### config.mk
export PLATFORM = sky130hd
export DESIGN_NAME = move_to_front_list_top_flat
export DESIGN_NICKNAME = d
export VERILOG_FILES = /design/src/mtf_pkg.sv /design/src/mtf_req_if.sv /design/src/mtf_rsp_if.sv /design/src/mtf_cell.sv /design/src/move_to_front_list_top.sv /design/src/flat_wrapper.sv
export SDC_FILE = /design/constraint.sdc
export NUM_CORES = 2
export LEC_CHECK = 0
export BUFFER_PORTS_ARGS = -buffer_cell sky130_fd_sc_hd__clkbuf_2
export CELL_PAD_IN_SITES_DETAIL_PLACEMENT = 1
export CELL_PAD_IN_SITES_GLOBAL_PLACEMENT = 1
export CORE_UTILIZATION = 25
export CTS_CLUSTER_DIAMETER = 150
export DETAILED_ROUTE_END_ITERATION = 12
export PLACE_DENSITY_LB_ADDON = 0.2
export SLEW_MARGIN = 20
export SYNTH_ARGS = -nofsm -noshare
export SYNTH_HDL_FRONTEND = slang
export SYNTH_SLANG_ARGS = --single-unit
### constraint.sdc
create_clock -name clk -period 17.7 [get_ports clk]
set_input_delay 3.54 -clock clk [delete_from_list [all_inputs] [get_ports clk]]
set_output_delay 3.54 -clock clk [all_outputs]
set_load 0.01 [all_outputs]
### src/mtf_pkg.sv
// ----------------------------------------------------------------------------
// Move-to-front list package
// Operation and status codes, and the control group that is sent to every cell.
// ----------------------------------------------------------------------------
`timescale 1ns / 1ps

package mtf_pkg;

  localparam int VALUE_W  = 32;
  localparam int INDEX_W  = 4;
  localparam int STATUS_W = 2;
  localparam int COUNT_W  = 5;

  typedef enum logic [1:0] {
    OP_APPEND = 2'd0,
    OP_REMOVE = 2'd1,
    OP_ACCESS = 2'd2,
    OP_READ   = 2'd3
  } op_t;

  typedef enum logic [STATUS_W-1:0] {
    ST_OK       = 2'd0,
    ST_NO_MATCH = 2'd1,
    ST_FULL     = 2'd2,
    ST_PAST_END = 2'd3
  } status_t;

  // One request's effect on the row of cells, decided at the top level.
  typedef struct packed {
    logic append;  // write the value into the cell at the tail
    logic remove;  // cells at or after the match take their right neighbor
    logic access;  // cells up to the match take their left neighbor
  } ctl_t;

endpackage

### src/mtf_req_if.sv
// ----------------------------------------------------------------------------
// Move-to-front list request channel
// Valid/ready channel that carries one list operation.
// ----------------------------------------------------------------------------
`timescale 1ns / 1ps

interface mtf_req_if;
  import mtf_pkg::*;

  logic                       valid;
  logic                       ready;
  op_t                        op;
  logic signed [VALUE_W-1:0]  value;
  logic        [INDEX_W-1:0]  index;

  modport source (output valid, output op, output value, output index, input ready);
  modport sink   (input valid, input op, input value, input index, output ready);

endinterface

### src/mtf_rsp_if.sv
// ----------------------------------------------------------------------------
// Move-to-front list response channel
// Valid/ready channel that carries the result of one list operation.
// ----------------------------------------------------------------------------
`timescale 1ns / 1ps

interface mtf_rsp_if;
  import mtf_pkg::*;

  logic                       valid;
  logic                       ready;
  status_t                    status;
  logic        [INDEX_W-1:0]  position;
  logic signed [VALUE_W-1:0]  read_value;
  logic        [COUNT_W-1:0]  count;

  modport source (output valid, output status, output position, output read_value,
                  output count, input ready);
  modport sink   (input valid, input status, input position, input read_value,
                  input count, output ready);

endinterface

### src/mtf_cell.sv
// ----------------------------------------------------------------------------
// Move-to-front list cell
// Holds one slot, compares it with the request value and shifts with its
// neighbors on remove and access.
// ----------------------------------------------------------------------------
`timescale 1ns / 1ps

module mtf_cell #(
  parameter int IDX        = 0,
  parameter int DATA_WIDTH = 32,
  parameter int CW         = 5
) (
  input  logic                  clk,
  input  mtf_pkg::ctl_t         ctl,
  input  logic [CW-1:0]         count,
  input  logic [DATA_WIDTH-1:0] value,
  input  logic [DATA_WIDTH-1:0] left_data,
  input  logic [DATA_WIDTH-1:0] right_data,
  input  logic                  found_in,
  output logic [DATA_WIDTH-1:0] data,
  output logic                  match_first,
  output logic                  found_out
);
  import mtf_pkg::*;

  localparam logic [CW-1:0] MY_POS   = CW'(IDX);
  localparam logic [CW:0]   NEXT_POS = (CW + 1)'(IDX + 1);

  logic live;
  logic match;

  assign live        = MY_POS < count;
  assign match       = live && (data == value);
  assign match_first = match && !found_in;
  assign found_out   = found_in || match;

  // A cell at or past the match on remove pulls from the right while its
  // neighbor is still inside the list; on access every cell up to the match
  // pulls from the left, and the head cell's left input is the value itself.
  always_ff @(posedge clk) begin
    if (ctl.append && (count == MY_POS)) begin
      data <= value;
    end else if (ctl.remove && found_out && (NEXT_POS < {1'b0, count})) begin
      data <= right_data;
    end else if (ctl.access && !found_in) begin
      data <= left_data;
    end
  end

endmodule

### src/move_to_front_list_top.sv
// ----------------------------------------------------------------------------
// Move-to-front list top level
// The response is registered; while it waits unread, no request is taken.
// Throughput: one request per cycle; the row of cells compares and shifts in
// the same cycle, and a waiting response is held in the output register.
// Reset: the entry count and the response valid clear; slots are not cleared.
// ----------------------------------------------------------------------------
`timescale 1ns / 1ps

module move_to_front_list_top #(
  parameter int DEPTH      = 16,
  parameter int DATA_WIDTH = 32
) (
  input  logic      clk,
  input  logic      rst,
  mtf_req_if.sink   req,
  mtf_rsp_if.source rsp
);
  import mtf_pkg::*;

  localparam int CW = $clog2(DEPTH + 1);

  logic [CW-1:0]                count;
  logic [CW-1:0]                count_next;
  logic                         out_valid;
  status_t                      rsp_status;
  logic [INDEX_W-1:0]           rsp_position;
  logic signed [VALUE_W-1:0]    rsp_read_value;
  logic [COUNT_W-1:0]           rsp_count;

  logic                         fire;
  logic                         full;
  logic                         found_all;
  logic signed [DATA_WIDTH-1:0] vdata;
  logic [DEPTH:0]               found;
  logic [DEPTH-1:0]             match_first;
  logic [DATA_WIDTH-1:0]        cell_data [DEPTH];
  ctl_t                         ctl;
  status_t                      status_next;
  logic [INDEX_W-1:0]           position_next;
  logic signed [DATA_WIDTH-1:0] rd_data;
  logic [INDEX_W-1:0]           hit_pos;
  logic                         idx_ok;

  assign req.ready = !out_valid || rsp.ready;
  assign fire      = req.valid && req.ready;

  assign vdata     = DATA_WIDTH'(req.value);
  assign full      = count == CW'(DEPTH);
  assign found[0]  = 1'b0;
  assign found_all = found[DEPTH];

  assign ctl.append = fire && (req.op == OP_APPEND) && !full;
  assign ctl.remove = fire && (req.op == OP_REMOVE) && found_all;
  assign ctl.access = fire && (req.op == OP_ACCESS) && found_all;

  for (genvar g = 0; g < DEPTH; g++) begin : g_cell
    logic [DATA_WIDTH-1:0] left_data;
    logic [DATA_WIDTH-1:0] right_data;

    if (g == 0) begin : g_head
      assign left_data = vdata;
    end else begin : g_mid
      assign left_data = cell_data[g-1];
    end

    if (g == DEPTH - 1) begin : g_tail
      assign right_data = cell_data[g];
    end else begin : g_body
      assign right_data = cell_data[g+1];
    end

    mtf_cell #(
      .IDX        (g),
      .DATA_WIDTH (DATA_WIDTH),
      .CW         (CW)
    ) u_cell (
      .clk         (clk),
      .ctl         (ctl),
      .count       (count),
      .value       (vdata),
      .left_data   (left_data),
      .right_data  (right_data),
      .found_in    (found[g]),
      .data        (cell_data[g]),
      .match_first (match_first[g]),
      .found_out   (found[g+1])
    );
  end

  // Only one cell can flag the first match, so its position is an OR.
  always_comb begin
    hit_pos = '0;
    rd_data = '0;
    for (int i = 0; i < DEPTH; i++) begin
      if (match_first[i]) begin
        hit_pos = hit_pos | INDEX_W'(i);
      end
      if (32'(req.index) == i) begin
        rd_data = cell_data[i];
      end
    end
  end

  assign idx_ok = (32'(req.index) < 32'(count)) && (32'(req.index) < DEPTH);

  always_comb begin
    status_next   = ST_OK;
    position_next = '0;
    count_next    = count;
    case (req.op)
      OP_APPEND: begin
        if (full) begin
          status_next = ST_FULL;
        end else begin
          count_next = count + 1'b1;
        end
      end
      OP_REMOVE: begin
        if (found_all) begin
          position_next = hit_pos;
          count_next    = count - 1'b1;
        end else begin
          status_next = ST_NO_MATCH;
        end
      end
      OP_ACCESS: begin
        if (found_all) begin
          position_next = hit_pos;
        end else begin
          status_next = ST_NO_MATCH;
        end
      end
      OP_READ: begin
        position_next = req.index;
        if (!idx_ok) begin
          status_next = ST_PAST_END;
        end
      end
      default: begin
        status_next = ST_OK;
      end
    endcase
  end

  always_ff @(posedge clk) begin
    if (rst) begin
      out_valid <= 1'b0;
      count     <= '0;
    end else if (fire) begin
      out_valid <= 1'b1;
      count     <= count_next;
    end else if (rsp.ready) begin
      out_valid <= 1'b0;
    end
  end

  always_ff @(posedge clk) begin
    if (fire) begin
      rsp_status     <= status_next;
      rsp_position   <= position_next;
      rsp_count      <= COUNT_W'(count_next);
      rsp_read_value <= ((req.op == OP_READ) && idx_ok) ? VALUE_W'(rd_data) : '0;
    end
  end

  assign rsp.valid      = out_valid;
  assign rsp.status     = rsp_status;
  assign rsp.position   = rsp_position;
  assign rsp.read_value = rsp_read_value;
  assign rsp.count      = rsp_count;

`ifndef SYNTHESIS
  a_count_bound: assert property (@(posedge clk) disable iff (rst)
    count <= CW'(DEPTH))
    else $error("entry count exceeds the list depth");

  a_single_hit: assert property (@(posedge clk) disable iff (rst)
    $onehot0(match_first))
    else $error("more than one cell claims the first match");

  a_full_drop: assert property (@(posedge clk) disable iff (rst)
    fire && (req.op == OP_APPEND) && full |=> count == $past(count))
    else $error("append to a full list changed the entry count");

  a_remove_count: assert property (@(posedge clk) disable iff (rst)
    fire && (req.op == OP_REMOVE) && found_all |=> count == $past(count) - 1'b1)
    else $error("remove of a match did not drop the entry count by one");
`endif

endmodule
### src/flat_wrapper.sv
// flat-port wrapper written by rule: the top's interface ports become plain ports
module move_to_front_list_top_flat import mtf_pkg::*;
#(
  parameter int DEPTH      = 16,
  parameter int DATA_WIDTH = 32
)
  (clk, rst, req_valid, req_op, req_value, req_index, req_ready, rsp_valid, rsp_status, rsp_position, rsp_read_value, rsp_count, rsp_ready);
  mtf_req_if req_i ();
  mtf_rsp_if rsp_i ();
  input  logic clk;
  input  logic rst;
  input wire logic [$bits(req_i.valid)-1:0] req_valid;
  input wire logic [$bits(req_i.op)-1:0] req_op;
  input wire logic [$bits(req_i.value)-1:0] req_value;
  input wire logic [$bits(req_i.index)-1:0] req_index;
  output wire logic [$bits(req_i.ready)-1:0] req_ready;
  output wire logic [$bits(rsp_i.valid)-1:0] rsp_valid;
  output wire logic [$bits(rsp_i.status)-1:0] rsp_status;
  output wire logic [$bits(rsp_i.position)-1:0] rsp_position;
  output wire logic [$bits(rsp_i.read_value)-1:0] rsp_read_value;
  output wire logic [$bits(rsp_i.count)-1:0] rsp_count;
  input wire logic [$bits(rsp_i.ready)-1:0] rsp_ready;
  assign req_i.valid = req_valid;
  assign req_i.op = req_op;
  assign req_i.value = req_value;
  assign req_i.index = req_index;
  assign req_ready = req_i.ready;
  assign rsp_valid = rsp_i.valid;
  assign rsp_status = rsp_i.status;
  assign rsp_position = rsp_i.position;
  assign rsp_read_value = rsp_i.read_value;
  assign rsp_count = rsp_i.count;
  assign rsp_i.ready = rsp_ready;
  move_to_front_list_top #(.DEPTH(DEPTH), .DATA_WIDTH(DATA_WIDTH)) u_core (.clk(clk), .rst(rst), .req(req_i), .rsp(rsp_i));
endmodule
# Word-level counts from Yosys, hierarchy flattened
# Index checks and enable logic that the tools add are counted.
# Widths: inputs -> output; s select.
# totals
regBits	561
out_inout_bits	45
wordCells	355
inputBits	42
# classes
n_reduce_logical	157
muxes	90
addsub	2
eq_ne	51
order_cmp	33
# ops
cell	count
$mux 32	64
$eq 32x32->1	16
$logic_and 1x1->1	102
$lt 4x5->1 const A	16
$reduce_bool 3->1	15
$eq 5x4->1 const B	8
$lt 3x5->1 const A	8
$mux 4	9
$eq 4x4->1 const B	8
$eq 5x3->1 const B	4
$lt 2x5->1 const A	4
$logic_not 1->1	17
$eq 4x3->1 const B	4
$logic_or 1x1->1	16
$lt 1x5->1 const A	3
$mux 3	4
$eq 5x2->1 const B	2
$mux 5	2
$pmux 5 s2	1
$eq 4x2->1 const B	2
$mux 2	4
$pmux 4 s2	1
$pmux 2 s3	1
$add 5x1->5 const B	1
other kinds (16)	21

# Depth between registers and ports, before layout
# logic_depth
ltp_word	22
mapped_depth	14
mapped_depth_nobuf	9

# Hierarchy
# A second synthesis with hierarchy kept.
# unflattened
cells_unflattened	4800
hier_area_um2	44280.0
# by_module_without_submodules
mod	seq_area_each_um2	area_per_inst_um2	n_inst	cells_per_inst
move_to_front_list_top	1411.4	7211.9	1	882
mtf_cell (u_core.g_cell[13].u_cell)	960.9	2813.9	1	348
mtf_cell (u_core.g_cell[1].u_cell)	960.9	2334.7	1	235
mtf_cell (u_core.g_cell[11].u_cell)	960.9	2323.5	1	233
mtf_cell (u_core.g_cell[10].u_cell)	960.9	2322.2	1	235
mtf_cell (u_core.g_cell[14].u_cell)	960.9	2322.2	1	234
mtf_cell (u_core.g_cell[7].u_cell)	960.9	2314.7	1	233
mtf_cell (u_core.g_cell[12].u_cell)	960.9	2306.0	1	236
mtf_cell (u_core.g_cell[5].u_cell)	960.9	2301.0	1	269
mtf_cell (u_core.g_cell[4].u_cell)	960.9	2299.7	1	236
mtf_cell (u_core.g_cell[6].u_cell)	960.9	2298.5	1	235
mtf_cell (u_core.g_cell[2].u_cell)	960.9	2297.2	1	234
mtf_cell (u_core.g_cell[8].u_cell)	960.9	2292.2	1	234
mtf_cell (u_core.g_cell[0].u_cell)	960.9	2287.2	1	234
+3 rows	--	--	--	--

# Worst setup path before layout
# OpenSTA, ideal clock, no wires.
# synth_path
kind	input to register
startpoint	in rsp_ready
endpoint	reg u_core.g_cell[11].u_cell.data[0] (enable)
path_slack_ps	7210
path_stages	8
setup_ps	533
required_ps	17167
path_buffers	2
arrival_ps	9957
cell_sequence	nand2b_1 > nand2_1 > inv_1 > clkbuf_1 > nand2_1 > or2_2 > clkbuf_1 > o311ai_0
# synth_between
elab_chain_cells	7
elab_cells_between_ends	13
cone_classes	reduce/logical (13)
# synth_rtl
item	line_no	rtl
start, declared	flat_wrapper.sv:22	input wire logic [$bits(rsp_i.ready)-1:0] rsp_ready;
$logic_or 1x1->1 (*)	move_to_front_list_top.sv:45	assign req.ready = !out_valid || rsp.ready;
$logic_and 1x1->1 (*)	move_to_front_list_top.sv:46	assign fire = req.valid && req.ready;
named net u_core.fire	move_to_front_list_top.sv:31	logic fire;
$logic_and 1x1->1 (2 in a row)	move_to_front_list_top.sv:54	assign ctl.remove = fire && (req.op == OP_REMOVE) && found_all;
$logic_and 1x1->1 (2 in a row)	mtf_cell.sv:43	end else if (ctl.remove && found_out && (NEXT_POS < {1'b0, count})) begin
$reduce_bool 3->1 (no line) (*)	--	
end signal, assigned	mtf_cell.sv:42	data <= value;
end signal, assigned	mtf_cell.sv:44	data <= right_data;
end signal, assigned	mtf_cell.sv:46	data <= left_data;
end, declared	mtf_cell.sv:20	output logic [DATA_WIDTH-1:0] data,
# The timed path passes the listed nets; every way through them passes the cells marked *.
# A chain may end at the register's enable or synchronous reset.

# Worst setup path in the final report
# layout_path
startpoint	in req_value[10]
endpoint	reg u_core.g_cell[0].u_cell.data[17] (enable)
# layout_between
elab_chain_cells	21
elab_cells_between_ends	52
cone_classes	eq/ne (16); reduce/logical (36)
# layout_rtl
item	line_no	rtl
start, declared	flat_wrapper.sv:14	input wire logic [$bits(req_i.value)-1:0] req_value;
$eq 32x32->1	mtf_cell.sv:33	assign match = live && (data == value);
$logic_and 1x1->1	mtf_cell.sv:33	
$logic_or 1x1->1 (15 in a row)	mtf_cell.sv:35	assign found_out = found_in || match;
$logic_and 1x1->1	move_to_front_list_top.sv:54	
$logic_and 1x1->1 (2 in a row)	mtf_cell.sv:43	
$reduce_bool 3->1 (no line) (*)	--	
end signal, assigned	mtf_cell.sv:42	
end signal, assigned	mtf_cell.sv:44	
end signal, assigned	mtf_cell.sv:46	
end, declared	mtf_cell.sv:20	
# Mark *: on every way between the ends. The rest lies on a longest branch, timed or not.

==> results summary <==
The flow ran to the end, but the final reports show violations. The checks that failed: DRC. The share of Yosys cell area claimed by the top area cell type is 0.401. The row count is 149.

The quantity of gates resized following cts is 0. The startpoint identified for the worst register-to-register timing path is u_core.count[2]$_SDFFE_PP0P_. The final total negative setup slack is 0 ps. For this run, the leading register cell type out of synthesis is sky130_fd_sc_hd__edfxtp_1. The first-pass GRT wire length came out at 325,000 um. The number of nets produced by synthesis came out at 4,560. The worst setup slack for register-to-register paths came out at 11,690 ps. The floorplan die width is 410 um.

The count of nets left with antenna violations after detail routing came out at 0. The number of top-level pins came out at 87. The number of hold-slack violations in the final timing report is 0.

The commonest cells after synthesis are sky130_fd_sc_hd__edfxtp_1, sky130_fd_sc_hd__nor2_1, sky130_fd_sc_hd__clkbuf_1, sky130_fd_sc_hd__nand2_1, sky130_fd_sc_hd__xor2_1. The count of different cell masters after synthesis came out at 81. The share of post-route cells with drive strength above 1 came out at 0.109.

The total CTS buffers came out at 76. The share of async-settable or async-resettable flops after synthesis is 0. The total of max-cap violations came out at 0. The per-cell routed wire length came out at 35.8 um. The core outline area came out at 165,000 um^2. For this run, design rule violations remaining after detail routing come to 16.

The full die area is 168,000 um^2. The post-CTS clock slew at the launch and capture registers of the worst setup and hold paths is 60 ps. The worst setup path startpoint is req_value[10]. The synthesized-area fraction occupied by xor and xnor cells came out at 0.108. The area taken by flip-flops and latches is 16,800 um^2.

The maximum resistive drop on vdd is 0.0000645 V. Data arrives at the worst endpoint at 8550 ps. Setup repair after global routing left no endpoint under its margin.

Post-CTS timing repair inserted 0 buffers for setup. On the critical path, the stage with the largest delay is an instance of sky130_fd_sc_hd__nand3_2. The capture point of the critical path is u_core.g_cell[0].u_cell.data[17]$_DFFE_PP_. Summed over all cells, the static leakage comes to 14.8 nW.

After synthesis, the largest family of logic cells by area is simple AND/OR/NAND/NOR gates. The total wire length is 237,000 um. The first TritonRoute pass finished after 9 iterations. The routability congestion estimate is 0.971. CTS placed an instance of sky130_fd_sc_hd__clkbuf_16 at the clock tree root. The worst-path maximum fanout came out at 85. The via density per instance is 5.96. Measured against the total synthesized area, the mux share comes to 0.0936. In the post-synthesis netlist, the biggest area contributors are sky130_fd_sc_hd__edfxtp_1, sky130_fd_sc_hd__mux2i_1, sky130_fd_sc_hd__xor2_1. Detailed placement ended at an HPWL of 169,000 um. The tightest min-delay check is of the flop to flop type.

The final net count is 4,417. CTS built an H-tree with a depth of 3. The worst setup margin is 9250 ps. The critical path is of the input pin to flop type.

The post-route fraction of the period consumed by the critical path came out at 0.478. The post-synthesis simple-gate area fraction came out at 0.190. The number of antenna violations at the first check in global routing is 5. The die is 410 um tall. The setup slack at placement came out at 8610 ps. The clock passes through at most 3 buffers. The complex-gate fraction of the synthesized area is 0.151.

The logic depth of the worst register-to-register path is 10. The summed instance area of the synthesized netlist came out at 41,600 um^2. The number of enable flip-flop cells after synthesis is 555. In the synthesized netlist, the number of instances is 4,505. The setup violation total in the final timing report is 0. The worst clock skew is 46.5 ps. The number of sinks handled by clock tree synthesis is 561. The first routing iteration left 4,816 violations. The worst setup path is captured at a flop.

The shortest period the worst path allows came out at 8450 ps. TritonCTS built the clock tree. The relative slew slack is 0.163. The register bit count reported by yosys came out at 561. Among all cell types in the netlist, the one instantiated most often is sky130_fd_sc_hd__edfxtp_1. The cell taking the most area after synthesis is sky130_fd_sc_hd__edfxtp_1. The highest clock rate came out at 118 MHz. Entering global routing, the biggest net connects 86 pins. The count of final max-slew check failures is 0.

In this run, post-CTS hold repair placed 0 buffers. By instance count, the cell type seen most on the critical path is sky130_fd_sc_hd__buf_4. The total congestion overflow is 0.

STA puts the critical path data required time at 17,800 ps. The worst-margin pin slew is 1250 ps. The starting utilization of the core area came out at 0.252. The number of global-route vias before repair is 37,849. In this run the power density over the cells is 73.9 nW/um^2. The average cell area after synthesis is 9.23 um^2. The end of the worst register-to-register path is u_core.g_cell[0].u_cell.data[17]$_DFFE_PP_. STA classifies the critical path startpoint as an input pin. On the worst path, the slowest cell contributes a delay of 890 ps. For this run, the register share of the synthesized area comes to 0.404. Walking the worst path, the cells encountered are clkbuf_2 > buf_4 > xnor2_1 > nand4_1 > nor3_1 > and3_1 > or4_1 > nor4_4 > buf_4 > or2_2 > nand3_2. The layout overhead on the synthesized area is 12.3%. For the worst-skew pair, the clock arrives at the later sink with an insertion delay of 720 ps.

After filler insertion, the fill cell instance count of the layout stands at 18,801. The count of vias placed by the detailed router came out at 39,401. The port buffer count is 86. The multi-input gate area in the final layout came out at 23,100 um^2.

The count of warnings emitted by yosys came out at 0. The synthesized-area fraction occupied by adder cells is 0.00391. The global routing usage summed across all routing layers came out at 0.273.
[area by class of cell]
| type | count | area share |
|---|---|---|
| antenna | 2 | 0.000107 |
| clock buffer | 88 | 0.0431 |
| multi-input combinational | 3467 | 0.495 |
| sequential | 561 | 0.360 |
| inverter | 31 | 0.00249 |
| tap | 2189 | 0.0587 |
| clock inverter | 48 | 0.00930 |
| timing repair buffer | 225 | 0.0318 |
[metrics by stage]
step                hold slack, ps  power, mW  instance area, um^2   util  cells
floorplan                      600       1.68                41600      -   4505
global placement               525       1.85                44200  0.268   6473
detailed placement             547       1.85                44200  0.268   6473
CTS                            556       3.46                46700  0.283   6609
global route                   589       3.51                46700  0.283   6609
finish                         544       3.45                46700  0.283   6611
[sequential cells by signal (all words and copies together) (netlist names)]
name	cells
u_core.rsp.valid	1
u_core.count	5
u_core.rsp.position	4
u_core.g_cell.u_cell.data	512
u_core.rsp.read_value	32
u_core.rsp.status	2
u_core.rsp.count	5
[layer usage]
layer | vias up | GRT usage | wire length [um]
met1 | 20657 | 0.401 | 110000
met4 | 4 | 0.0767 | 6710
met2 | 1850 | 0.411 | 103000
met3 | 262 | 0.0394 | 17800
met5 | - | 0 | 27
li1 | 16628 | - | -
[worst min-delay path by stage]
| stage | from | end | slack, ps | cells after the start |
|---|---|---|---|---|
| final | u_core.rsp.valid$_SDFFE_PP0P_ | u_core.rsp.valid$_SDFFE_PP0P_ | 540 | 2 |
| after floorplan | u_core.rsp.valid$_SDFFE_PP0P_ | u_core.rsp.valid$_SDFFE_PP0P_ | 600 | 2 |
| after global routing | u_core.rsp.valid$_SDFFE_PP0P_ | u_core.rsp.valid$_SDFFE_PP0P_ | 590 | 2 |
| after detailed placement | u_core.rsp.valid$_SDFFE_PP0P_ | u_core.rsp.valid$_SDFFE_PP0P_ | 550 | 2 |
| after CTS | u_core.rsp.valid$_SDFFE_PP0P_ | u_core.rsp.valid$_SDFFE_PP0P_ | 560 | 2 |
| after global placement | u_core.rsp.valid$_SDFFE_PP0P_ | u_core.rsp.valid$_SDFFE_PP0P_ | 530 | 2 |
[cells by family (layout without fill, tap and decap cells)]
family,Yosys count,count (layout)
AOI/OAI and AO/OA,1003,1003
xor gates and xnor gates,514,514
adders and majority gates,13,13
buffers and inverters,477,392
DFF,561,561
muxes,365,365
other,0,2
and+or+nand+nor,1572,1572
[placed cells by master (no fill, tap or decap), drive strengths merged, types with 38 or more instances in the layout]
cell type | Yosys | final
nor3 | 56 | 56
mux2 | 69 | 69
mux2i | 293 | 293
nand2 | 310 | 310
o22ai | 41 | 41
nand3 | 245 | 245
a22oi | 45 | 45
nand4 | 159 | 159
buf | 136 | 141
xor2 | 309 | 309
a221oi | 62 | 62
nand3b | 60 | 60
or3 | 51 | 51
xnor2 | 205 | 205
clkinv | 3 | 38
o211ai | 62 | 62
nor4 | 142 | 142
a31oi | 85 | 85
and3 | 51 | 51
edfxtp | 555 | 555
o21ai | 235 | 235
clkbuf | 310 | 172
nor2 | 408 | 408
a21oi | 306 | 306
[report_power, final]
part           internal [mW]  switching, mW  total, mW
sequential              1.45        0.00651       1.46
combinational         0.0924          0.285      0.377
clock                  0.914          0.698       1.61
[worst max-delay path, delay by kind of cell]
kind / cells / cell delay, ps
simple gates: 7 / 3040
buf+inv: 3 / 1430
xor+xnor: 1 / 420
(Power assumes the default switching activity.)
